==> src/rtl/pgsa_pkg.sv <==
package pgsa_pkg;

    localparam int FUNC_W      = 1;
    localparam int CHANNEL_W   = 4;
    localparam int POINT_W     = 16;
    localparam int GRAD_W      = 32;
    localparam int ACC_W       = 48;
    localparam int STATUS_W    = 2;
    localparam int NPOINTS_W   = 11;
    localparam int NCHANNELS_W = 5;
    localparam int CFG_IDX_W   = 1;
    localparam int CFG_DATA_W  = 11;

    localparam logic [FUNC_W-1:0] FN_ACCUM = 1'b0;
    localparam logic [FUNC_W-1:0] FN_READ  = 1'b1;

    localparam logic [STATUS_W-1:0] ST_OK          = 2'd0;
    localparam logic [STATUS_W-1:0] ST_BAD_POINT   = 2'd1;
    localparam logic [STATUS_W-1:0] ST_BAD_CHANNEL = 2'd2;
    localparam logic [STATUS_W-1:0] ST_SATURATED   = 2'd3;

    localparam logic [CFG_IDX_W-1:0] REG_NUM_POINTS   = 1'b0;
    localparam logic [CFG_IDX_W-1:0] REG_NUM_CHANNELS = 1'b1;

    localparam logic [NPOINTS_W-1:0]   NUM_POINTS_RST   = 11'd1024;
    localparam logic [NCHANNELS_W-1:0] NUM_CHANNELS_RST = 5'd16;

    localparam logic signed [ACC_W-1:0] ACC_MAX = {1'b0, {(ACC_W-1){1'b1}}};
    localparam logic signed [ACC_W-1:0] ACC_MIN = {1'b1, {(ACC_W-1){1'b0}}};

endpackage

==> src/rtl/pgsa_sat_add.sv <==
module pgsa_sat_add
    import pgsa_pkg::*;
(
    input  logic signed [ACC_W-1:0]  acc,
    input  logic signed [GRAD_W-1:0] addend,
    output logic signed [ACC_W-1:0]  sum,
    output logic                     sat
);

    logic signed [ACC_W:0] wide;

    assign wide = {acc[ACC_W-1], acc} + (ACC_W+1)'(addend);
    assign sat  = wide[ACC_W] != wide[ACC_W-1];

    always_comb
    begin
        if (!sat)
        begin
            sum = wide[ACC_W-1:0];
        end
        else if (wide[ACC_W])
        begin
            sum = ACC_MIN;
        end
        else
        begin
            sum = ACC_MAX;
        end
    end

endmodule

==> config.mk <==
export PLATFORM = sky130hd
export DESIGN_NAME = pgsa_sat_add
export DESIGN_NICKNAME = d
export VERILOG_FILES = /design/src/rtl/pgsa_pkg.sv /design/src/rtl/pgsa_sat_add.sv
export SDC_FILE = /design/constraint.sdc
export NUM_CORES = 1
export LEC_CHECK = 0
export ABC_AREA = 1
export CORE_MARGIN = 1
export CORE_UTILIZATION = 30
export DETAILED_ROUTE_END_ITERATION = 12
export DONT_BUFFER_PORTS = 1
export GPL_TIMING_DRIVEN = 0
export SYNTH_ARGS = -nofsm -noshare
export SYNTH_HDL_FRONTEND = slang
export SYNTH_SLANG_ARGS = --single-unit
==> constraint.sdc <==
create_clock -name vclk -period 2.16
set_input_delay 0.108 -clock vclk [all_inputs]
set_output_delay 0.108 -clock vclk [all_outputs]
set_load 0.01 [all_outputs]
* After elaboration in Yosys (flattened, before gate mapping)
Cells that the tools add are included.
** Storage, ports and cells
- Bits in registers :: 0
- Input port bits :: 80
** Operators by class
- Add/sub/neg operators :: 1
- Equal/unequal tests :: 1
- Multiplexer cells :: 2
** Operators with widths (count)
- $mux 48 :: 2
- $add 48x32->49 :: 1
- $ne 1x1->1 :: 1

* Longest topological paths before layout
Gate-level depths: netlist (run 1).
- Depth in word-level cells :: 3
- Gate-level depth with buffers :: 18
- Depth with buffers taken out :: 17

* Worst setup path before layout (run 1)
OpenSTA, ideal clock, no wires.
- Path kind :: input port to output port
- Start point :: in acc[0]
- End point :: out sum[24]
- Data arrival time :: 1.957 ns
- Required time :: 2.052 ns
- Slack :: 0.095 ns
- Stages :: 15
- Path buffers :: 2
- Cells stage by stage :: ha_1 fa_1 nand2_1 nand2_1 nand3_1 nand2_2 nand2_1 nand2_2 nand2_1 nand4_1 nand2_4 nand2_4 buf_6 buf_6 nand2_1
** On the way
- Longest elaborated chain between the ends :: 3
- Elaborated cells on any way between the ends :: 4
- Those cells by class :: add/sub (1); eq/ne (1); mux (2)
** Ends and longest elaborated chain
- start, declared :: RTL line pgsa_sat_add.sv:4 : input logic signed [ACC_W-1:0] acc,
- $add 48x32->49 * :: RTL line pgsa_sat_add.sv:12 : assign wide = {acc[ACC_W-1], acc} + (ACC_W+1)'(addend);
- $mux 48 / $ne 1x1->1 (equally long branches) :: RTL line pgsa_sat_add.sv:21, pgsa_sat_add.sv:13
- $mux 48 * :: RTL line pgsa_sat_add.sv:17 : if (!sat)
- end, declared :: RTL line pgsa_sat_add.sv:6 : output logic signed [ACC_W-1:0] sum,
Mark *: on every way between the ends. The rest lies on a longest branch, timed or not.

* Worst setup path in the final report (run 1)
- Start point :: in addend[7]
- End point :: out sum[11]
** On the way
- Longest elaborated chain between the ends :: 3
- Elaborated cells on any way between the ends :: 4
- Those cells by class :: add/sub (1); eq/ne (1); mux (2)
** Ends and longest elaborated chain
- start, declared :: RTL line pgsa_sat_add.sv:5 : input logic signed [GRAD_W-1:0] addend,
- $add 48x32->49 * :: RTL line pgsa_sat_add.sv:12
- $mux 48 / $ne 1x1->1 (equally long branches) :: RTL line pgsa_sat_add.sv:21, pgsa_sat_add.sv:13
- $mux 48 * :: RTL line pgsa_sat_add.sv:17
Marks and branches as above.

==> results.py, run 1 <==
metrics = {
    "status": {
        "status": "finished, final reports clean",
    },
    "logic_synthesis": {
        "yosysMostFrequentCell": "nand2_1",
        "synth_top_cell_area_share": 0.258,
        "synth_commonest_cells": "nand2_1, inv_1, nor2_1",
        "synth-seq-area-share": 0,
        "synthCells": 863,
        "ys_warn_count": 0,
        "synth.distinct_cells": 34,
        "synth_area_leaders": "nand2_1, ha_1, inv_1, nand2_2, a21oi_1",
        "syn-num-nets": 992,
        "synth_area_leader_cell": "nand2_1",
        "synth_area_um2": 4440,
        "syn_area_per_cell_um2": 5.14,
    },
    "critical_path": {
        "critical_path_depth": 16,
        "required_ns": 2.05,
        "crit_arrival_ns": 1.99,
        "crit_chain": "ha_2 > nand2_2 > nor2_2 > inv_2 > nor2_2 > nand2_1 > nand2_2 > nand2_2 > nand3_1 > nand2_2 > nand2_4 > inv_4 > nand2_8 > clkbuf_16 > nand2_1 > nand2_2",
        "critPathKind": "primary input to output pin",
        "endpoint": "sum[11]",
        "cp_top_family": "simple AND/OR/NAND/NOR gates",
        "cp_common_cell": "nand2_2",
        "critPathSlowestCell": "ha_2",
        "crit_buf_inv": 3,
        "crit_path_start_kind": "primary input",
        "end_kind": "output pin",
        "critPathMaxStageDelay_ns": 0.36,
        "worstSetupStartpoint": "addend[7]",
        "worstPathMaxFanout": 6,
    },
    "final_layout": {
        "drive_above_1_share": 0.302,
        "area_growth_pct": 33.2,
        "nets": 1036,
        "register_area_um2": 0,
        "fill_cells": 1582,
        "antennaDiodeCount": 0,
        "final_cells": 1089,
        "seq_cell_count": 0,
        "design_area_um2": 5910,
        "clockBufferCount": 0,
        "post-route-util": 0.408,
    },
    "min_path": {
        "min_path_type": "primary input to output pin",
        "whs_path_depth": 3,
    },
    "grt": {
        "met1_usage": 0.283,
        "met2_usage": 0.371,
        "grt_pass1_vias": 5189,
        "grt_overflow": 0,
        "top_usage_layer": "met2",
        "grt_max_degree": 18,
        "use_met3": 0.0247,
        "antenna_found_initial": 0,
        "grt_pass1_wl_um": 25400,
        "grt_usage": 0.213,
    },
    "sta": {
        "slew_headroom": 0.639,
        "tightest_slew_ns": 0.535,
        "period_share": 0.969,
        "hold_violations": 0,
        "report.final.slew_viol_count": 0,
        "setup_tns_ns": 0,
        "holdWs_ns": 0.446,
        "final.setup.worst_slack_ns": 0.0667,
        "fmax_mhz": 478,
        "setup_viol": 0,
        "finalCriticalPeriod_ns": 2.09,
    },
    "floorplan": {
        "dieHeight_um": 124,
        "start_util": 0.307,
        "core-area_um2": 14500,
        "row_count": 44,
        "fp.dieW_um": 124,
        "dieArea_um2": 15300,
        "ios": 129,
    },
    "drt": {
        "drc_errors": 0,
        "vias_per_cell": 5.13,
        "wl_per_cell_um": 15.9,
        "ant_nets": 0,
        "dr.pass1.iters": 5,
        "routed_wl_um": 17300,
        "vias": 5582,
        "drtIter0Drc": 460,
    },
    "pwr": {
        "p_sw_mw": 1.41,
        "power_frac_comb": 1.000,
        "intPower_uw": 858,
        "swShare": 0.621,
        "p_seq_frac": 0,
        "p_leak_nw": 2.93,
        "finalPower_mw": 2.26,
        "p_per_area_nw_per_um2": 383,
        "clockPowerShare": 0,
        "peakVddDrop_v": 0.000110,
    },
    "placement": {
        "hpwl_um": 14100,
        "place_worst_setup_slack_ns": -0.424,
        "placed_area_um2": 4670,
        "gp_congestion": 0.926,
        "dp_cells": 1047,
        "port_buffers": 0,
    },
    "run": {
        "max_cap_viol_count": 0,
    },
}
[power by group through the flow]
stage | Clock (mW) | Combinational, mW | Sequential, mW
after floorplan | 0 | 1.38 | 0
after global placement | 0 | 1.76 | 0
after detailed placement | 0 | 1.77 | 0
after CTS | 0 | 2.01 | 0
after global routing | 0 | 2.47 | 0
final | 0 | 2.26 | 0
[routing by layer]
metal	share of wire	vias to the layer above
met5	0	-
met2	0.48	201
met1	0.44	2575
met3	0.065	20
met4	0.015	0
li1	-	2786
[timing repair]
item                       CTS  global route
setup buffers               19            23
pin swaps                   20            38
hold buffers                 0             0
setup endpoints to repair   48            48
cloned                       1             1
resized for setup           90           115
[tightest hold or removal path, delay by kind of cell]
kind | cells | cell delay [ns]
and+or+nand+nor | 2 | 0.14
adders and majority gates | 1 | 0.09
[logic make-up (layout without fill, tap and decap cells)]
group / after synthesis / in the layout / synth area share
fa+ha+maj: 49 / 49 / 0.140
simple gates: 512 / 512 / 0.512
xor+xnor: 32 / 32 / 0.0631
compound gates: 112 / 112 / 0.137
buf+inv: 158 / 200 / 0.149
[placed cells by master (no fill, tap or decap), types with 2 or more instances in the layout]
| cell | instances |
|---|---|
| a21oi_1 | 42 |
| a21oi_2 | 15 |
| xor2_1 | 22 |
| nand2_4 | 14 |
| buf_8 | 3 |
| inv_1 | 131 |
| ha_2 | 11 |
| xnor2_1 | 10 |
| o21bai_1 | 12 |
| a21oi_4 | 2 |
| buf_4 | 40 |
| nand2_1 | 259 |
| nor4_1 | 2 |
| nand4_1 | 19 |
| nor2_1 | 57 |
| buf_12 | 3 |
| a31oi_1 | 2 |
| nand3_2 | 2 |
| nand3_1 | 31 |
| nor3_1 | 9 |
| nand3b_1 | 4 |
| nor3_4 | 2 |
| o21ai_1 | 4 |
| inv_2 | 16 |
| buf_6 | 2 |
| o21ai_0 | 22 |
| nor2_2 | 17 |
| nand2_2 | 80 |
| nor2_4 | 12 |
| ha_1 | 3 |
| ha_4 | 34 |
| o21ai_2 | 11 |
[area by class of cell]
class                      count  area, um^2  area share
inverter                     149         567      0.0959
buffer                         8         109      0.0184
multi-input combinational    705        4630       0.783
timing repair buffer          43         377      0.0637
tap                          184         230      0.0390
[worst min path at each step]
stage	startpoint	endpoint
5_1_grt	acc[0]	sum[0]
3_5_place_dp	addend[0]	sum[0]
6_report	acc[0]	sum[0]
2_1_floorplan	addend[0]	sum[0]
4_1_cts	addend[0]	sum[0]
3_3_place_gp	addend[0]	sum[0]
(Power assumes the default switching activity.)
==> run 2, diff against run 1 <==
CELL_PAD_IN_SITES_DETAIL_PLACEMENT = 0   (was unset)
CELL_PAD_IN_SITES_GLOBAL_PLACEMENT = 1   (was unset)
PLACE_DENSITY_LB_ADDON = 0.1   (was unset)
==> results.py, run 2 (synthesized netlist as in run 1, its figures left out) <==
metrics = {
    "grt": {
        "grt_usage": 0.236,
        "met1_usage": 0.339,
        "grt_overflow": 0,
        "grt_max_degree": 18,
        "grt_pass1_wl_um": 27400,
        "use_met3": 0.00275,
        "met2_usage": 0.402,
        "antenna_found_initial": 0,
        "top_usage_layer": "met2",
        "grt_pass1_vias": 5146,
    },
    "sta": {
        "report.final.slew_viol_count": 0,
        "period_share": 1.01,
        "final.setup.worst_slack_ns": -0.0315,
        "setup_viol": 15,
        "rsz0062_at_grt": "yes",
        "finalCriticalPeriod_ns": 2.19,
        "holdWs_ns": 0.444,
        "hold_violations": 0,
        "tightest_slew_ns": 0.482,
        "fmax_mhz": 456,
        "slew_headroom": 0.675,
    },
    "critical_path": {
        "crit_buf_inv": 4,
        "critPathMaxStageDelay_ns": 0.28,
        "crit_path_start_kind": "primary input",
        "required_ns": 2.05,
        "crit_chain": "ha_4 > nand2_2 > inv_2 > nand2_4 > nor3_4 > nand2_2 > nor2_4 > nand2_8 > nand4_1 > nand2_4 > inv_6 > nand2_8 > buf_12 > clkbuf_16 > nand2_2 > nand2_2",
        "cp_top_family": "simple AND/OR/NAND/NOR gates",
        "end_kind": "output pin",
        "cp_common_cell": "nand2_2",
        "worstPathMaxFanout": 17,
        "worstSetupStartpoint": "addend[31]",
        "critical_path_depth": 16,
        "critPathSlowestCell": "nor3_4",
        "crit_arrival_ns": 2.08,
        "critPathKind": "primary input to output pin",
    },
    "pwr": {
        "p_per_area_nw_per_um2": 401,
        "peakVddDrop_v": 0.000189,
        "p_leak_nw": 3.00,
    },
    "min_path": {
        "hp-start": "addend[0]",
        "min_path_type": "primary input to output pin",
        "whs_path_depth": 3,
    },
    "floorplan": {
        "start_util": 0.307,
        "fp.dieW_um": 124,
        "core-area_um2": 14500,
        "dieArea_um2": 15300,
        "ios": 129,
        "dieHeight_um": 124,
        "row_count": 44,
    },
    "placement": {
        "placed_area_um2": 4670,
        "hpwl_um": 15700,
        "gp_congestion": 0.878,
        "dp_cells": 1047,
        "port_buffers": 0,
    },
    "final_layout": {
        "clockBufferCount": 0,
        "post-route-util": 0.427,
        "fill_cells": 1589,
        "seq_cell_count": 0,
        "area_growth_pct": 39.2,
        "drive_above_1_share": 0.321,
        "mostFrequentLayoutCells": "nand2_1, inv_1, nand2_2",
        "layout_commonest_cell": "nand2_1",
        "antennaDiodeCount": 0,
        "multi_input_area_um2": 4830,
        "nets": 1037,
        "register_area_um2": 0,
        "design_area_um2": 6180,
        "final_cells": 1090,
    },
    "drt": {
        "drtIter0Drc": 282,
        "dr.pass1.iters": 5,
        "vias": 5456,
        "routed_wl_um": 18700,
        "ant_nets": 0,
        "wl_per_cell_um": 17.1,
        "vias_per_cell": 5.01,
        "drc_errors": 0,
    },
    "run": {
        "max_cap_viol_count": 0,
    },
    "status": {
        "status": "finished, violations left",
        "violations": "setup timing",
    },
    "clock_network": {
        "cts-hold-fix-buffers": 0,
    },
}
==> run 2: changes by cell type in the layout (fill, tap and decap cells not counted), sizes merged <==
cell    previous run  this run
clkbuf             1         3
buf               50        48
bufbuf             0         1
==> run 2: path summary, 6_finish.rpt <==
path,to,slack [ns]
max,sum[27],-0.03
min,sum[0],0.44
==> run 2: repair_timing <==
item / CTS / global route
endpoints found under the hold margin: 0 / 0
setup endpoints to repair: 49 / 48
gates resized for setup: 125 / 123
cloned: 1 / 2
buffers inserted: 20 / 20
pin swaps: 25 / 26
==> run 2: cell type report <==
cell class,instances,area share
multi-input cells,705,0.781
well taps,184,0.0373
plain buffers,9,0.0235
inverters,149,0.0918
repair buffers,43,0.0660
==> run 2: worst min-delay path, cell delays in order <==
cell and delay [ns]:
ha_4 0.09, nand2_1 0.04, nand2_1 0.09
==> run 2: metrics by stage <==
step                power [mW]  worst slack (ns)  TNS [ns]
floorplan                 1.38            0.0946         0
global placement          1.81            -0.538    -22.22
detailed placement        1.82            -0.553    -22.69
CTS                       2.12           -0.0375    -0.284
global route              2.68           -0.0840     -1.78
finish                    2.48           -0.0315    -0.214
==> run 2: report_power, final <==
group | total (mW) | switching, mW | leakage [nW] | internal, mW
Clock | 0 | 0 | 0 | 0
Combinational | 2.48 | 1.51 | 3.00 | 0.970
Sequential | 0 | 0 | 0 | 0
Total | 2.48 | 1.51 | 3.00 | 0.970
==> run 2: routing by layer <==
layer | vias up | wire, um
met5 | - | 0
met4 | 0 | 166
met3 | 8 | 692
met2 | 122 | 8670
met1 | 2531 | 9160
li1 | 2795 | -
